**src/rtl/core/wfcd_pkg.sv**
```systemverilog
package wfcd_pkg;

	localparam int ENTRIES_DEF = 16;
	localparam int IDX_W       = 4;
	localparam int TGT_W       = 4;

	localparam logic OP_WRITE = 1'b0;
	localparam logic OP_CHECK = 1'b1;

	typedef enum logic [1:0] {
		ST_IDLE,
		ST_SCAN,
		ST_FOLLOW,
		ST_DONE
	} state_t;

	typedef struct packed {
		logic wr_en;
		logic chk_clear;
		logic walk_start;
		logic walk_step;
		logic walk_end;
		logic skip;
		logic set_hit;
		logic set_none;
		logic out_load;
	} cmd_t;

	typedef struct packed {
		logic scan_end;
		logic start_ok;
		logic tgt_stop;
		logic tgt_new;
		logic tgt_waits;
		logic tgt_on_path;
	} status_t;

endpackage

```
**src/rtl/core/wfcd_ifs.sv**
```systemverilog
interface wfcd_req_if;
	logic                      valid;
	logic                      ready;
	logic                      op;
	logic [wfcd_pkg::IDX_W-1:0] entry_index;
	logic                      is_introduced;
	logic                      is_held;
	logic                      is_waiting;
	logic [wfcd_pkg::TGT_W-1:0] wait_target;

	modport source (
		output valid, op, entry_index, is_introduced, is_held, is_waiting, wait_target,
		input  ready
	);
	modport sink (
		input  valid, op, entry_index, is_introduced, is_held, is_waiting, wait_target,
		output ready
	);
endinterface

interface wfcd_rsp_if;
	logic                      valid;
	logic                      ready;
	logic                      deadlock_found;
	logic [wfcd_pkg::IDX_W-1:0] cycle_entry;

	modport source (
		output valid, deadlock_found, cycle_entry,
		input  ready
	);
	modport sink (
		input  valid, deadlock_found, cycle_entry,
		output ready
	);
endinterface

```
**src/rtl/core/wfcd_ram.sv**
```systemverilog
module wfcd_ram #(
	parameter int WIDTH = 4,
	parameter int DEPTH = 16
) (
	input  logic                     clk,
	input  logic                     we,
	input  logic [$clog2(DEPTH)-1:0] waddr,
	input  logic [WIDTH-1:0]         wdata,
	input  logic [$clog2(DEPTH)-1:0] raddr,
	output logic [WIDTH-1:0]         rdata
);

	logic [WIDTH-1:0] mem_q [DEPTH];

	always_ff @(posedge clk) begin
		if (we) begin
			mem_q[waddr] <= wdata;
		end
		rdata <= mem_q[raddr];
	end

endmodule

```
**src/rtl/core/wfcd_ctrl.sv**
```systemverilog
module wfcd_ctrl (
	input  logic              clk,
	input  logic              arst_n,
	input  logic              in_valid,
	input  logic              in_op,
	input  logic              out_ready,
	input  wfcd_pkg::status_t status,
	output wfcd_pkg::cmd_t    cmd,
	output logic              in_ready,
	output logic              out_valid
);

	wfcd_pkg::state_t state_q, state_d;
	logic             out_valid_q;
	logic             out_free;

	assign out_free  = !out_valid_q || out_ready;
	assign in_ready  = (state_q == wfcd_pkg::ST_IDLE);
	assign out_valid = out_valid_q;

	always_comb begin
		state_d = state_q;
		unique case (state_q)
			wfcd_pkg::ST_IDLE: begin
				if (in_valid) begin
					state_d = (in_op == wfcd_pkg::OP_WRITE) ? wfcd_pkg::ST_DONE
						: wfcd_pkg::ST_SCAN;
				end
			end
			wfcd_pkg::ST_SCAN: begin
				if (status.scan_end) begin
					state_d = wfcd_pkg::ST_DONE;
				end else if (status.start_ok) begin
					state_d = wfcd_pkg::ST_FOLLOW;
				end
			end
			wfcd_pkg::ST_FOLLOW: begin
				if (status.tgt_stop) begin
					state_d = wfcd_pkg::ST_SCAN;
				end else if (status.tgt_new) begin
					if (!status.tgt_waits) begin
						state_d = wfcd_pkg::ST_SCAN;
					end
				end else if (status.tgt_on_path) begin
					state_d = wfcd_pkg::ST_DONE;
				end else begin
					state_d = wfcd_pkg::ST_SCAN;
				end
			end
			wfcd_pkg::ST_DONE: begin
				if (out_free) begin
					state_d = wfcd_pkg::ST_IDLE;
				end
			end
			default: state_d = wfcd_pkg::ST_IDLE;
		endcase
	end

	always_comb begin
		cmd = '0;
		unique case (state_q)
			wfcd_pkg::ST_IDLE: begin
				if (in_valid) begin
					if (in_op == wfcd_pkg::OP_WRITE) begin
						cmd.wr_en    = 1'b1;
						cmd.set_none = 1'b1;
					end else begin
						cmd.chk_clear = 1'b1;
					end
				end
			end
			wfcd_pkg::ST_SCAN: begin
				if (status.scan_end) begin
					cmd.set_none = 1'b1;
				end else if (status.start_ok) begin
					cmd.walk_start = 1'b1;
				end else begin
					cmd.skip = 1'b1;
				end
			end
			wfcd_pkg::ST_FOLLOW: begin
				if (status.tgt_stop) begin
					cmd.walk_end = 1'b1;
				end else if (status.tgt_new) begin
					cmd.walk_step = 1'b1;
					cmd.walk_end  = !status.tgt_waits;
				end else if (status.tgt_on_path) begin
					cmd.set_hit = 1'b1;
				end else begin
					cmd.walk_end = 1'b1;
				end
			end
			wfcd_pkg::ST_DONE: begin
				cmd.out_load = out_free;
			end
			default: cmd = '0;
		endcase
	end

	always_ff @(posedge clk or negedge arst_n) begin
		if (!arst_n) begin
			state_q     <= wfcd_pkg::ST_IDLE;
			out_valid_q <= 1'b0;
		end else begin
			state_q <= state_d;
			if (cmd.out_load) begin
				out_valid_q <= 1'b1;
			end else if (out_ready) begin
				out_valid_q <= 1'b0;
			end
		end
	end

endmodule

```
**src/rtl/core/wfcd_dp.sv**
```systemverilog
module wfcd_dp #(
	parameter int ENTRIES = wfcd_pkg::ENTRIES_DEF
) (
	input  logic                       clk,
	input  logic                       arst_n,
	input  wfcd_pkg::cmd_t             cmd,
	input  logic [wfcd_pkg::IDX_W-1:0] entry_index,
	input  logic                       is_introduced,
	input  logic                       is_held,
	input  logic                       is_waiting,
	input  logic [wfcd_pkg::TGT_W-1:0] wait_target,
	output wfcd_pkg::status_t          status,
	output logic                       deadlock_found,
	output logic [wfcd_pkg::IDX_W-1:0] cycle_entry
);

	localparam int IW = $clog2(ENTRIES);
	localparam int CW = $clog2(ENTRIES + 1);

	logic [ENTRIES-1:0] intro_q, held_q, wait_q, visited_q, on_path_q;
	logic [CW-1:0]      i_q;
	logic [IW-1:0]      i_ix, nxt_ix, w_ix, raddr;
	logic [wfcd_pkg::TGT_W-1:0] rdata;
	logic               w_in, tgt_in, ram_we;
	logic               res_found_q, out_found_q;
	logic [wfcd_pkg::IDX_W-1:0] res_hit_q, out_hit_q;

	assign i_ix   = i_q[IW-1:0];
	assign w_ix   = IW'(entry_index);
	assign w_in   = (32'(entry_index) < ENTRIES);
	assign nxt_ix = IW'(rdata);
	assign tgt_in = (32'(rdata) < ENTRIES);
	assign ram_we = cmd.wr_en && w_in;
	assign raddr  = cmd.walk_start ? i_ix : nxt_ix;

	wfcd_ram #(
		.WIDTH(wfcd_pkg::TGT_W),
		.DEPTH(ENTRIES)
	) u_tgt_ram (
		.clk  (clk),
		.we   (ram_we),
		.waddr(w_ix),
		.wdata(wait_target),
		.raddr(raddr),
		.rdata(rdata)
	);

	always_comb begin
		status.scan_end    = (i_q == CW'(ENTRIES));
		status.start_ok    = !status.scan_end && intro_q[i_ix] && held_q[i_ix]
			&& wait_q[i_ix] && !visited_q[i_ix];
		status.tgt_stop    = !(tgt_in && intro_q[nxt_ix]);
		status.tgt_new     = tgt_in && !visited_q[nxt_ix];
		status.tgt_waits   = tgt_in && wait_q[nxt_ix];
		status.tgt_on_path = tgt_in && on_path_q[nxt_ix];
	end

	always_ff @(posedge clk or negedge arst_n) begin
		if (!arst_n) begin
			intro_q   <= '0;
			held_q    <= '0;
			wait_q    <= '0;
			visited_q <= '0;
			on_path_q <= '0;
			i_q       <= '0;
		end else begin
			if (ram_we) begin
				intro_q[w_ix] <= is_introduced;
				held_q[w_ix]  <= is_held;
				wait_q[w_ix]  <= is_waiting;
			end
			if (cmd.chk_clear) begin
				visited_q <= '0;
				on_path_q <= '0;
				i_q       <= '0;
			end else begin
				if (cmd.walk_start) begin
					visited_q[i_ix] <= 1'b1;
					on_path_q[i_ix] <= 1'b1;
				end
				if (cmd.walk_step) begin
					visited_q[nxt_ix] <= 1'b1;
				end
				if (cmd.walk_end) begin
					on_path_q <= '0;
				end else if (cmd.walk_step) begin
					on_path_q[nxt_ix] <= 1'b1;
				end
				if (cmd.walk_end || cmd.skip) begin
					i_q <= i_q + CW'(1);
				end
			end
		end
	end

	always_ff @(posedge clk) begin
		if (cmd.set_none) begin
			res_found_q <= 1'b0;
			res_hit_q   <= '0;
		end else if (cmd.set_hit) begin
			res_found_q <= 1'b1;
			res_hit_q   <= rdata;
		end
		if (cmd.out_load) begin
			out_found_q <= res_found_q;
			out_hit_q   <= res_hit_q;
		end
	end

	assign deadlock_found = out_found_q;
	assign cycle_entry    = out_hit_q;

endmodule

```
**src/rtl/core/wait_for_cycle_detector.sv**
```systemverilog
// Wait-for cycle detector. A write beat updates one table entry (introduced, held,
// waiting, wait target) and yields a result with no deadlock. A check beat scans the
// entries in index order and follows wait pointers from each unvisited introduced,
// held, waiting entry, reporting the first entry revisited on the current path. The
// scan pointer and the walk share one wait-target memory read port, so a check reads
// the scanned indices and the entries visited by the walks one after another. One
// item is worked on at a time; a new beat is taken while the previous result still
// waits in the output register.
module wait_for_cycle_detector #(
	parameter int ENTRIES = wfcd_pkg::ENTRIES_DEF
) (
	input logic         clk,
	input logic         arst_n,
	wfcd_req_if.sink    req,
	wfcd_rsp_if.source  rsp
);

	wfcd_pkg::cmd_t    cmd;
	wfcd_pkg::status_t status;

	wfcd_ctrl u_ctrl (
		.clk      (clk),
		.arst_n   (arst_n),
		.in_valid (req.valid),
		.in_op    (req.op),
		.out_ready(rsp.ready),
		.status   (status),
		.cmd      (cmd),
		.in_ready (req.ready),
		.out_valid(rsp.valid)
	);

	wfcd_dp #(
		.ENTRIES(ENTRIES)
	) u_dp (
		.clk           (clk),
		.arst_n        (arst_n),
		.cmd           (cmd),
		.entry_index   (req.entry_index),
		.is_introduced (req.is_introduced),
		.is_held       (req.is_held),
		.is_waiting    (req.is_waiting),
		.wait_target   (req.wait_target),
		.status        (status),
		.deadlock_found(rsp.deadlock_found),
		.cycle_entry   (rsp.cycle_entry)
	);

	assert property (@(posedge clk) disable iff (!arst_n)
		(req.valid && req.ready) |=> !req.ready)
		else $error("input taken while previous item still in work");

	assert property (@(posedge clk) disable iff (!arst_n)
		(rsp.valid && !rsp.deadlock_found) |-> (rsp.cycle_entry == '0))
		else $error("nonzero cycle entry without deadlock");

	assert property (@(posedge clk) disable iff (!arst_n)
		(rsp.valid && rsp.deadlock_found) |-> (32'(rsp.cycle_entry) < ENTRIES))
		else $error("cycle entry outside table");

	assert property (@(posedge clk) disable iff (!arst_n)
		(req.valid && req.ready && req.op == wfcd_pkg::OP_WRITE) |=> !rsp.valid
			|| $past(rsp.valid))
		else $error("write result appeared without pass through done");

endmodule

```
**src/flat_wrapper.sv**
```systemverilog
// flat-port wrapper written by rule: the top's interface ports become plain ports
module wait_for_cycle_detector_flat 
#(
	parameter int ENTRIES = wfcd_pkg::ENTRIES_DEF
)
  (clk, arst_n, req_valid, req_op, req_entry_index, req_is_introduced, req_is_held, req_is_waiting, req_wait_target, req_ready, rsp_valid, rsp_deadlock_found, rsp_cycle_entry, rsp_ready);
  wfcd_req_if req_i ();
  wfcd_rsp_if rsp_i ();
  input logic clk;
  input logic arst_n;
  input wire logic [$bits(req_i.valid)-1:0] req_valid;
  input wire logic [$bits(req_i.op)-1:0] req_op;
  input wire logic [$bits(req_i.entry_index)-1:0] req_entry_index;
  input wire logic [$bits(req_i.is_introduced)-1:0] req_is_introduced;
  input wire logic [$bits(req_i.is_held)-1:0] req_is_held;
  input wire logic [$bits(req_i.is_waiting)-1:0] req_is_waiting;
  input wire logic [$bits(req_i.wait_target)-1:0] req_wait_target;
  output wire logic [$bits(req_i.ready)-1:0] req_ready;
  output wire logic [$bits(rsp_i.valid)-1:0] rsp_valid;
  output wire logic [$bits(rsp_i.deadlock_found)-1:0] rsp_deadlock_found;
  output wire logic [$bits(rsp_i.cycle_entry)-1:0] rsp_cycle_entry;
  input wire logic [$bits(rsp_i.ready)-1:0] rsp_ready;
  assign req_i.valid = req_valid;
  assign req_i.op = req_op;
  assign req_i.entry_index = req_entry_index;
  assign req_i.is_introduced = req_is_introduced;
  assign req_i.is_held = req_is_held;
  assign req_i.is_waiting = req_is_waiting;
  assign req_i.wait_target = req_wait_target;
  assign req_ready = req_i.ready;
  assign rsp_valid = rsp_i.valid;
  assign rsp_deadlock_found = rsp_i.deadlock_found;
  assign rsp_cycle_entry = rsp_i.cycle_entry;
  assign rsp_i.ready = rsp_ready;
  wait_for_cycle_detector #(.ENTRIES(ENTRIES)) u_core (.clk(clk), .arst_n(arst_n), .req(req_i), .rsp(rsp_i));
endmodule
```
**config.mk**
```make
export PLATFORM = sky130hd
export DESIGN_NAME = wait_for_cycle_detector_flat
export DESIGN_NICKNAME = d
export VERILOG_FILES = /design/src/rtl/core/wfcd_pkg.sv /design/src/rtl/core/wfcd_ifs.sv /design/src/rtl/core/wfcd_ram.sv /design/src/rtl/core/wfcd_ctrl.sv /design/src/rtl/core/wfcd_dp.sv /design/src/rtl/core/wait_for_cycle_detector.sv /design/src/flat_wrapper.sv
export SDC_FILE = /design/constraint.sdc
export NUM_CORES = 1
export LEC_CHECK = 0
export BUFFER_PORTS_ARGS = -buffer_cell sky130_fd_sc_hd__buf_4
export CORE_MARGIN = 1.5
export CORE_UTILIZATION = 35
export DETAILED_ROUTE_END_ITERATION = 12
export SLEW_MARGIN = 25
export SYNTH_ARGS = -nofsm -noshare
export SYNTH_HDL_FRONTEND = slang
export SYNTH_SLANG_ARGS = --single-unit
```
**constraint.sdc**
```tcl
create_clock -name clk -period 7.69 [get_ports clk]
set_input_delay 0.3845 -clock clk [delete_from_list [all_inputs] [get_ports clk]]
set_output_delay 0.3845 -clock clk [all_outputs]
set_load 0.05 [all_outputs]
```
==> impl_metrics.csv, run 1 <==
group,metric,value,unit
status,status,"finished, final reports clean",
global_route,grt_usage,18.2,%
timing,setup_viol,0,
die,start_util,35.7,%
drt,vias,6214,
cts,clock_tree.root_cell,"clkbuf_16",
die,die_x,160,um
drt,drt_iter0_markers,524,
yosys,syn_area,8640,sq um
cts,hold_buffers,1,
drt,wl,22.7,mm
critical_path,crit_required,8.00,ns
critical_path,crit_type,"reg2reg",
layout,final_common_cell,"nand2_1",
yosys,ys_ff_latch,166,
die,fp-row-count,57,
yosys,ys.flop_type,"dfrtp_1",
drt,wl_met2,10.4,mm
timing,relSlewSlack,31.1,%
yosys,synth_cells,765,
yosys,async_flop_share,53.0,%
die,dieArea,25700,sq um
drt,via_per_inst,5.67,
cts,clk_latency,0.43,ns
layout,seqCellArea,4460,sq um
timing,setup-tns-final,0,ns
timing,holdWs,0.244,ns
die,fp.dieH,160,um
global_route,grt.overflow.total,0,
run,max_cap_viol_count,0,
drt,drc,0,
drt,wl_per_cell,20.7,um
place,dp.cells,1063,
global_route,grt_pass1_vias,6072,
power,total_power,3.45,mW
power,comb_power_share,34.5,%
timing,skew,0.00804,ns
timing,min_period,4.55,ns
cts,cts_buffer_depth,2,
critical_path,setup.worst_path.end_class,"register",
timing,rsz0062_at_grt,"false",
yosys,postSynthAreaPerCell,11.3,sq um
place,placed_cell_area,9000,sq um
layout,final_util,39.7,%
drt,highest_layer,"met4",
die,core_area,24200,sq um
drt,drt-met1-wl,10.5,mm
global_route,grt_max_degree,60,
cts,postCtsSetupRepairBufs,0,
yosys,syn_nets,785,
power,power.internal,2.11,mW
drt,ant_nets,0,
layout,multi_input_area,3790,sq um
layout,final_cell_mix,"nand2_1 (91), dfrtp_1 (87), edfxtp_1 (69)",
power,p_seq_share,39.2,%
place,gp_congestion,0.879,
timing,finalCritPeriodShare,59.2,%
yosys,yosysUniqueCellTypes,63,
cts,ctsResizeCount,0,
layout,area_delta_synth_final,11.4,%
global_route,antenna_found_initial,0,
timing,worst_pin_slew,1.03,ns
place,dpl.hpwl,15.4,mm
layout,antenna_cells,0,
power,p_per_area,358,nW/um^2
power,p_clk_share,26.3,%
place,dp_slack,2.66,ns
cts,htreeDepth,4,
yosys,synth_top_cells_by_area,"dfrtp_1 (25%), edfxtp_1 (24%), mux4_2 (6.8%)",
place,port_buffers,22,
power,peakVddDrop,143,uV
drt,met3_length,1.31,mm
timing,worst_slack,3.14,ns
power,switching_share,38.7,%
layout,design_area,9630,sq um
yosys,yosysWarnings,0,
layout,nets,779,
die,io_pins,23,
cts,path_clk_slew,0.06,ns
critical_path,start_kind,"register",
yosys,ys_seq_area_share,51.5,%
layout,drive_gt1_share,19.4,%
critical_path,crit_fanout,42,
yosys,synth_top_area_cell,"dfrtp_1",
layout,nFillCells,2365,
layout,fin_cells,1096,
cts,cts_buffers,17,
cts,cts_tree,"built",
drt,first_pass_iters,5,
yosys,synth_top_area_share,25.5,%
timing,finalHoldViolations,0,
yosys,synth_edf_count,69,
worst_hold_path,min_path_type,"in2reg",
timing,drv_slew,0,
cts,cts_sinks,166,
global_route,grt_pass1_wl,35.6,mm
critical_path,cp.arrival,4.86,ns
power,leakagePower,3.81,nW
power,p_sw,1.34,mW
timing,fmax,0.220,GHz
==> layout make-up <==
cell class                      count  area share, %
Sequential cell                   166           46.3
Multi-Input combinational cell    508           39.4
Clock buffer                       20           4.57
Tap cell                          324           4.21
Timing Repair Buffer               29           2.29
Clock inverter                     12           1.82
Inverter                           37           1.44
==> critical path, stage by stage (launching register included) <==
cell	delay, ns
dfrtp_1	0.88
clkinv_1	0.61
ha_1	0.42
nand4bb_1	0.18
nand3b_1	0.13
nor2b_1	0.19
and2_1	0.14
buf_4	0.33
nand2_4	0.34
a31oi_1	0.48
o22ai_1	0.18
or4_1	0.51
==> path summary, 6_finish.rpt <==
kind                                          from                              to  slack (ns)  cells past startpoint
max in group asynchronous                   arst_n              u_core.u_dp.i_q[0]        6.10                      3
min                                      rsp_ready         u_core.u_ctrl.out_valid        0.24                      3
max reg2reg                     u_core.u_dp.i_q[1]  u_core.u_dp.u_tgt_ram.rdata[3]        3.14                     11
min in group asynchronous                   arst_n        u_core.u_dp.on_path_q[0]        0.45                      2
max                             u_core.u_dp.i_q[1]  u_core.u_dp.u_tgt_ram.rdata[3]        3.14                     11
min reg2reg                u_core.u_dp.res_found_q      u_core.u_dp.deadlock_found        0.43                      0
==> cell usage after synthesis (all sizes together) (6+ instances only) <==
master  number
clkbuf      28
mux4        26
dfrtp       88
buf         26
nor2        40
nor2b       15
edfxtp      69
inv         36
mux2i       11
mux2        48
a21oi       57
dfxtp        9
o22ai       16
a31oi        6
nand2b      38
a221oi       6
nand3        9
a211oi      33
a22oi       11
a311oi      32
nor3         7
nand2       93
==> flip-flops by register name (all words and copies together) (netlist names) <==
register	count
u_core.u_dp.intro_q	16
u_core.u_ctrl.out_valid	1
u_core.u_dp.u_tgt_ram.rdata	4
u_core.u_dp.res_hit_q	4
u_core.u_dp.res_found_q	1
u_core.u_ctrl.state_q	2
u_core.u_dp.on_path_q	16
u_core.u_dp.visited_q	16
u_core.u_dp.u_tgt_ram.mem_q	64
u_core.u_dp.i_q	5
u_core.u_dp.wait_q	16
u_core.u_dp.deadlock_found	1
u_core.u_dp.cycle_entry	4
u_core.u_dp.held_q	16
==> power groups by stage <==
stage | sequential [mW] | combinational (mW) | clock [mW]
6_report | 1.35 | 1.19 | 0.907
5_1_grt | 1.38 | 1.29 | 0.959
4_1_cts | 1.35 | 1.18 | 0.920
3_5_place_dp | 1.36 | 1.18 | 0
3_3_place_gp | 1.36 | 1.17 | 0
2_1_floorplan | 1.21 | 1.03 | 0
==> metal layers <==
layer,vias to the layer above,global-route usage [%]
li1,2841,-
met1,3135,25.6
met2,212,27.8
met3,26,4.03
met4,0,6.16
met5,-,0
==> cell families after synthesis <==
group                      synth area share, %
AOI/OAI and AO/OA                         14.5
DFF                                       51.5
buffers and inverters                     4.78
muxes                                     14.3
xor gates and xnor gates                 0.101
and+or+nand+nor                           14.2
adders and majority gates                0.579
No activity file was read; power rests on OpenSTA's default activity.
==> inputs of run 2 (changes only) <==
--- a/config.mk
+++ b/config.mk
@@ -5,6 +5,7 @@
 export SDC_FILE = /design/constraint.sdc
 export NUM_CORES = 1
 export LEC_CHECK = 0
+export ABC_AREA = 1
 export BUFFER_PORTS_ARGS = -buffer_cell sky130_fd_sc_hd__buf_4
 export CORE_MARGIN = 1.5
 export CORE_UTILIZATION = 35
==> constraint.sdc (replaced) <==
create_clock -name clk -period 4.8 [get_ports clk]
set_input_delay 0.24 -clock clk [delete_from_list [all_inputs] [get_ports clk]]
set_output_delay 0.24 -clock clk [all_outputs]
set_load 0.05 [all_outputs]
==> run 2 against run 1 <==
Effect of this change:
- critical path depth decreased by 2
- first-iteration DRC count increased by 35%
- sequential share of layout area increased by 3.6 points
- clock-buffer cell count increased by 2
- register-to-register slack got worse by 1.6 ns
- combinational power increased by 80%
- area after synthesis decreased by 9.1%
- non-clock buffer count decreased by 1
- maximum frequency increased by 40%
- cell count increased by 11%
- total power increased by 63%
- die area decreased by 9.0%
- critical path type unchanged
- highest routed layer unchanged
==> impl_metrics.csv, run 2 <==
group,metric,value,unit
yosys,synthMostInstantiatedCell,"nand2_1",
die,fp.dieH,153,um
layout,final_cell_mix,"nand2_1 (222), nand3_1 (133), inv_1 (91)",
cts,clk_latency,0.43,ns
layout,largest_register_ffs,64,
cts,cts_sinks,166,
global_route,grt_pass1_vias,6486,
power,p_seq_share,36.0,%
place,gp_congestion,0.873,
yosys,ys_ff_latch,166,
place,dpl.hpwl,15.0,mm
power,power.internal,3.27,mW
die,dieArea,23400,sq um
yosys,synth_common_cells,"nand2_1 (224), nand3_1 (133), inv_1 (91)",
run,max_cap_viol_count,0,
critical_path,crit_fanout,13,
power,p_sw,2.35,mW
power,p_per_area,629,nW/um^2
yosys,ys_seq_area_share,56.7,%
layout,area_delta_synth_final,13.6,%
die,fp-row-count,54,
critical_path,rrSetupSlack,1.55,ns
drt,met3_length,1.41,mm
worst_hold_path,min_path_type,"in2reg",
timing,worst_pin_slew,0.920,ns
layout,final_common_cell,"nand2_1",
global_route,grt.overflow.total,0,
yosys,synth_top_area_cell,"dfrtp_1",
critical_path,crit_type,"reg2reg",
layout,drive_gt1_share,8.28,%
timing,finalHoldViolations,0,
cts,postCtsSetupRepairBufs,0,
power,peakVddDrop,294,uV
drt,drt_iter0_markers,708,
power,p_clk_share,26.0,%
layout,nets,949,
yosys,syn_nets,931,
layout,fin_cells,1222,
critical_path,worstPathCellList,"nand2_1, o22ai_1, o21ai_0, nand4_1, and2_1, nand2_1, nor2_1, nand2_1, a21oi_1",
cts,clock_tree.root_cell,"clkbuf_16",
cts,ctsResizeCount,0,
timing,setup-tns-final,0,ns
timing,rsz0062_at_grt,"false",
place,port_buffers,22,
place,dp_slack,1.46,ns
timing,worst_slack,1.55,ns
cts,cts_buffer_depth,2,
layout,antenna_cells,0,
global_route,grt_pass1_wl,34.9,mm
critical_path,r2r_end,"u_core.u_dp.on_path_q[9]",
timing,setup_viol,0,
timing,min_period,3.25,ns
drt,wl_per_cell,17.9,um
yosys,synth_top_area_share,28.0,%
yosys,postSynthAreaPerCell,8.62,sq um
yosys,async_flop_share,53.0,%
place,dp.cells,1189,
critical_path,setup.worst_path.end_class,"register",
drt,drc,0,
drt,wl_met2,10.5,mm
drt,drt-met1-wl,9.48,mm
drt,first_pass_iters,5,
timing,fmax,0.308,GHz
worst_hold_path,holdPathStages,4,
drt,wl,21.9,mm
cts,cts_buffers,17,
die,start_util,35.9,%
die,core_area,21900,sq um
cts,hold_buffers,1,
yosys,syn_area,7860,sq um
power,total_power,5.62,mW
yosys,ys.flop_type,"dfrtp_1",
die,io_pins,23,
drt,via_per_inst,5.29,
die,die_x,153,um
worst_hold_path,hp-start,"rsp_ready",
critical_path,crit_top_cell,"nand2_1",
power,comb_power_share,38.0,%
timing,skew,0.00665,ns
yosys,synth_top_cells_by_area,"dfrtp_1 (28%), edfxtp_1 (26%), nand2_1 (11%)",
status,status,"finished, final reports clean",
yosys,yosysWarnings,0,
critical_path,crit_required,5.14,ns
worst_hold_path,holdPathEnd,"u_core.u_ctrl.out_valid",
global_route,grt_max_degree,65,
power,leakagePower,3.79,nW
drt,highest_layer,"met4",
yosys,synth_edf_count,69,
drt,vias,6468,
timing,drv_slew,0,
timing,relSlewSlack,38.4,%
critical_path,cp.arrival,3.58,ns
critical_path,worstReg2RegStart,"u_core.u_dp.u_tgt_ram.rdata[1]",
global_route,antenna_found_initial,0,
critical_path,critPathSlowestCell,"dfxtp_1",
layout,top_register,"u_core.u_dp.u_tgt_ram.mem_q",
critical_path,start_kind,"register",
drt,ant_nets,0,
power,switching_share,41.8,%
yosys,yosysUniqueCellTypes,32,
critical_path,reg2reg_depth,9,
timing,finalCritPeriodShare,67.6,%
critical_path,crit_path_max_incr_delay,0.79,ns
cts,path_clk_slew,0.07,ns
cts,htreeDepth,4,
global_route,grt_usage,19.2,%
yosys,synth_cells,911,
cts,cts_tree,"built",
==> run 2: cell types whose count changed after synthesis, sizes merged, moves of 15 or more <==
cell / previous run / this run
clkbuf: 28 / 9
nand3: 9 / 134
a211oi: 33 / 0
nor2: 40 / 72
o21ai: 2 / 79
nand2: 93 / 224
mux4: 26 / 0
inv: 36 / 100
nor2b: 15 / 0
mux2: 48 / 0
a311oi: 32 / 0
nand2b: 38 / 0
==> run 2: power by group through the flow <==
stage | logic [mW] | registers [mW] | clock network [mW]
2_1_floorplan | 1.54 | 1.99 | 0
3_3_place_gp | 2.10 | 2.04 | 0
3_5_place_dp | 2.11 | 2.04 | 0
4_1_cts | 2.12 | 2.02 | 1.48
5_1_grt | 2.38 | 2.05 | 1.54
6_report | 2.14 | 2.02 | 1.46
==> run 2: kinds of logic after synthesis <==
kind of cell    after synthesis  synth area share (%)
compound gates              157                  10.9
simple gates                453                  25.1
flops                       166                  56.7
xor+xnor                      1                 0.112
buf+inv                     130                  6.58
fa+ha+maj                     4                 0.637
==> run 2: how the worst max path moves through the flow <==
stage	endpoint	startpoint	slack (ns)	depth (start not counted)
final	u_core.u_dp.on_path_q[9]	u_core.u_dp.u_tgt_ram.rdata[1]	1.55	9
after global routing	u_core.u_dp.on_path_q[14]	u_core.u_dp.u_tgt_ram.rdata[1]	1.40	12
after CTS	u_core.u_dp.u_tgt_ram.rdata[0]	u_core.u_dp.i_q[1]	1.43	13
after detailed placement	u_core.u_dp.u_tgt_ram.rdata[0]	u_core.u_dp.i_q[1]	1.46	13
after global placement	u_core.u_dp.u_tgt_ram.rdata[0]	u_core.u_dp.i_q[1]	1.41	13
after floorplan	u_core.u_dp.u_tgt_ram.mem_q[11][0]	u_core.u_ctrl.state_q[1]	2.24	5
==> run 2: routing by layer <==
layer | vias up | global-route usage, %
met1 | 3067 | 25.3
met4 | 0 | 6.41
li1 | 3102 | -
met2 | 258 | 32.0
met5 | - | 0
met3 | 41 | 3.46
==> run 2: stage by stage <==
stage	hold slack [ns]	utilization [%]	instance area [sq um]
after detailed placement	0.172	37.8	8280
after global placement	0.170	37.8	8280
final	0.0656	40.8	8930
after global routing	0.0658	40.8	8930
after floorplan	-0.0556	-	7860
after CTS	0.0524	40.8	8920
==> run 2: critical path: cells and delay by family, from the launching register on <==
| family | cells | cell delay, ns |
|---|---|---|
| and+or+nand+nor | 6 | 1.70 |
| DFF | 1 | 0.79 |
| AOI/OAI and AO/OA | 3 | 0.66 |
==> run 2: layout make-up <==
cell class	instances	area [sq um]
flip-flops and latches	166	4450
multi-input cells	615	2900
clock buffers	22	507
inverters	101	379
well taps	280	350
repair buffers	28	213
fillers	2197	13000
clock inverters	10	130
==> inputs of run 3 (changes only) <==
==> constraint.sdc (replaced) <==
create_clock -name clk -period 2.9 [get_ports clk]
set_input_delay 0.145 -clock clk [delete_from_list [all_inputs] [get_ports clk]]
set_output_delay 0.145 -clock clk [all_outputs]
set_load 0.05 [all_outputs]
==> run 3 against run 2 <==
Effect of this change:
- combinational power increased by 78%
- clock power rose by 62%
- sequential power rose by 63%
- global-route usage is 0.56 points higher
- wire length grew 1.9%
- first-iteration DRC count fell by 12%
- clock skew increased by 0.0097 ns
- critical endpoint is now u_core.u_dp.res_hit_q[2]
- largest cell class unchanged
- largest power group unchanged
==> impl_metrics.csv, run 3 (synthesis results as in run 2) <==
group,metric,value,unit
power,p_sw,4.04,mW
critical_path,reg2reg_depth,11,
die,fp.dieH,153,um
power,comb_power_share,40.3,%
critical_path,r2r_end,"u_core.u_dp.res_hit_q[2]",
layout,nFillCells,2182,
critical_path,worstPathCellList,"nand2_2, inv_1, nand2_1, o2111ai_1, nand2_1, nand3_1, a21oi_1, nor2_1, nand3_1, o21ai_0, a21oi_1",
worst_hold_path,min_path_type,"in2reg",
drt,wl,22.3,mm
timing,skew,0.0163,ns
layout,nets,979,
die,io_pins,23,
layout,antenna_cells,0,
power,p_seq_share,34.9,%
cts,path_clk_slew,0.08,ns
worst_hold_path,holdPathEnd,"u_core.u_dp.u_tgt_ram.mem_q[0][0]",
critical_path,cp.arrival,3.06,ns
layout,final_cell_mix,"nand2_1 (222), nand3_1 (133), inv_1 (91)",
die,fp-row-count,54,
timing,rsz0062_at_grt,"false",
power,power.internal,5.43,mW
place,dpl.hpwl,15.8,mm
layout,drive_gt1_share,11.0,%
global_route,antenna_found_initial,0,
critical_path,crit_required,3.21,ns
worst_hold_path,hp-start,"req_wait_target[0]",
drt,first_pass_iters,6,
global_route,grt.overflow.total,0,
cts,clk_latency,0.44,ns
drt,vias,6531,
timing,worst_pin_slew,0.757,ns
power,leakagePower,3.95,nW
power,p_per_area,1030,nW/um^2
worst_hold_path,holdPathStages,1,
timing,finalCritPeriodShare,94.7,%
timing,fmax,0.364,GHz
die,core_area,21900,sq um
cts,cts_sinks,166,
cts,cts_buffer_depth,2,
layout,top_register,"u_core.u_dp.u_tgt_ram.mem_q",
global_route,grt_pass1_vias,6469,
critical_path,rrSetupSlack,0.15,ns
layout,largest_register_ffs,64,
cts,cts_tree,"built",
critical_path,crit_fanout,13,
die,start_util,35.9,%
power,switching_share,42.6,%
drt,wl_per_cell,17.8,um
cts,clock_tree.root_cell,"clkbuf_16",
timing,relSlewSlack,49.3,%
cts,postCtsSetupRepairBufs,0,
critical_path,setup.worst_path.end_class,"register",
place,dp_slack,0.0791,ns
critical_path,worstReg2RegStart,"u_core.u_dp.u_tgt_ram.rdata[1]",
run,max_cap_viol_count,0,
layout,final_common_cell,"nand2_1",
critical_path,crit_path_max_incr_delay,0.73,ns
critical_path,crit_type,"reg2reg",
drt,via_per_inst,5.22,
power,p_clk_share,24.9,%
timing,min_period,2.75,ns
status,status,"finished, final reports clean",
cts,htreeDepth,4,
global_route,grt_max_degree,50,
global_route,grt_pass1_wl,35.9,mm
drt,drt_iter0_markers,622,
global_route,grt_usage,19.8,%
critical_path,start_kind,"register",
place,port_buffers,22,
die,die_x,153,um
drt,ant_nets,0,
die,dieArea,23400,sq um
timing,setup-tns-final,0,ns
drt,drc,0,
timing,worst_slack,0.153,ns
timing,drv_slew,0,
critical_path,critPathSlowestCell,"dfxtp_1",
place,gp_congestion,0.976,
timing,finalHoldViolations,0,
timing,setup_viol,0,
cts,cts_buffers,17,
power,peakVddDrop,511,uV
layout,area_delta_synth_final,16.9,%
## run 3: worst max-delay path, delay by kind of cell, from the launching register on
kind / cells / cell delay, ns
flops: 1 / 0.73
compound gates: 4 / 0.51
buf+inv: 1 / 0.30
simple gates: 6 / 1.09
## run 3: layout make-up
class / instances / area, sq um / area share (%)
sequential: 166 / 4450 / 48.5
multi-input combinational: 615 / 2900 / 31.5
timing repair buffer: 58 / 480 / 5.23
clock buffer: 17 / 425 / 4.63
inverter: 101 / 379 / 4.13
tap: 280 / 350 / 3.82
clock inverter: 15 / 198 / 2.15
## run 3: timing repair
item / 4_1_cts / 5_1_grt
setup endpoints to repair: 0 / 37
hold buffers: 3 / 0
hold endpoints to repair: 50 / 0
gates resized for setup: 0 / 2
## run 3: power groups by stage
stage               combinational, mW  sequential, mW  clock, mW
global placement                 3.74            3.34          0
floorplan                        2.55            3.29          0
global route                     4.25            3.36       2.49
CTS                              3.78            3.29       2.39
finish                           3.81            3.30       2.36
detailed placement               3.77            3.34          0
## run 3: worst max path at each step
stage,startpoint,endpoint,cells past startpoint
after floorplan,u_core.u_ctrl.state_q[1],u_core.u_dp.u_tgt_ram.mem_q[11][0],5
after global placement,u_core.u_dp.u_tgt_ram.rdata[1],u_core.u_dp.res_hit_q[1],11
after detailed placement,u_core.u_dp.u_tgt_ram.rdata[1],u_core.u_dp.res_hit_q[0],11
after CTS,u_core.u_dp.u_tgt_ram.rdata[1],u_core.u_dp.res_hit_q[0],11
after global routing,u_core.u_dp.u_tgt_ram.rdata[1],u_core.u_dp.res_hit_q[2],11
final,u_core.u_dp.u_tgt_ram.rdata[1],u_core.u_dp.res_hit_q[2],11
## run 3: per-layer routing
layer | up-vias | share of wire [%] | track usage (%) | wire (um)
met5 | - | 0 | 0 | 0
met2 | 225 | 48 | 31.4 | 10600
met4 | 0 | 1.8 | 6.27 | 413
met3 | 36 | 7.0 | 4.79 | 1570
li1 | 3163 | - | - | -
met1 | 3107 | 44 | 26.6 | 9740
## run 3: metrics by stage
step | hold slack, ns | util [%] | cells | area, sq um | power [mW]
2_1_floorplan | -0.151 | - | 911 | 7860 | 5.85
3_3_place_gp | 0.216 | 38.9 | 1217 | 8520 | 7.08
3_5_place_dp | 0.214 | 38.9 | 1217 | 8520 | 7.11
4_1_cts | 0.0445 | 41.9 | 1252 | 9180 | 9.47
5_1_grt | 0.0476 | 41.9 | 1252 | 9180 | 10.1
6_report | 0.0412 | 41.9 | 1252 | 9180 | 9.47
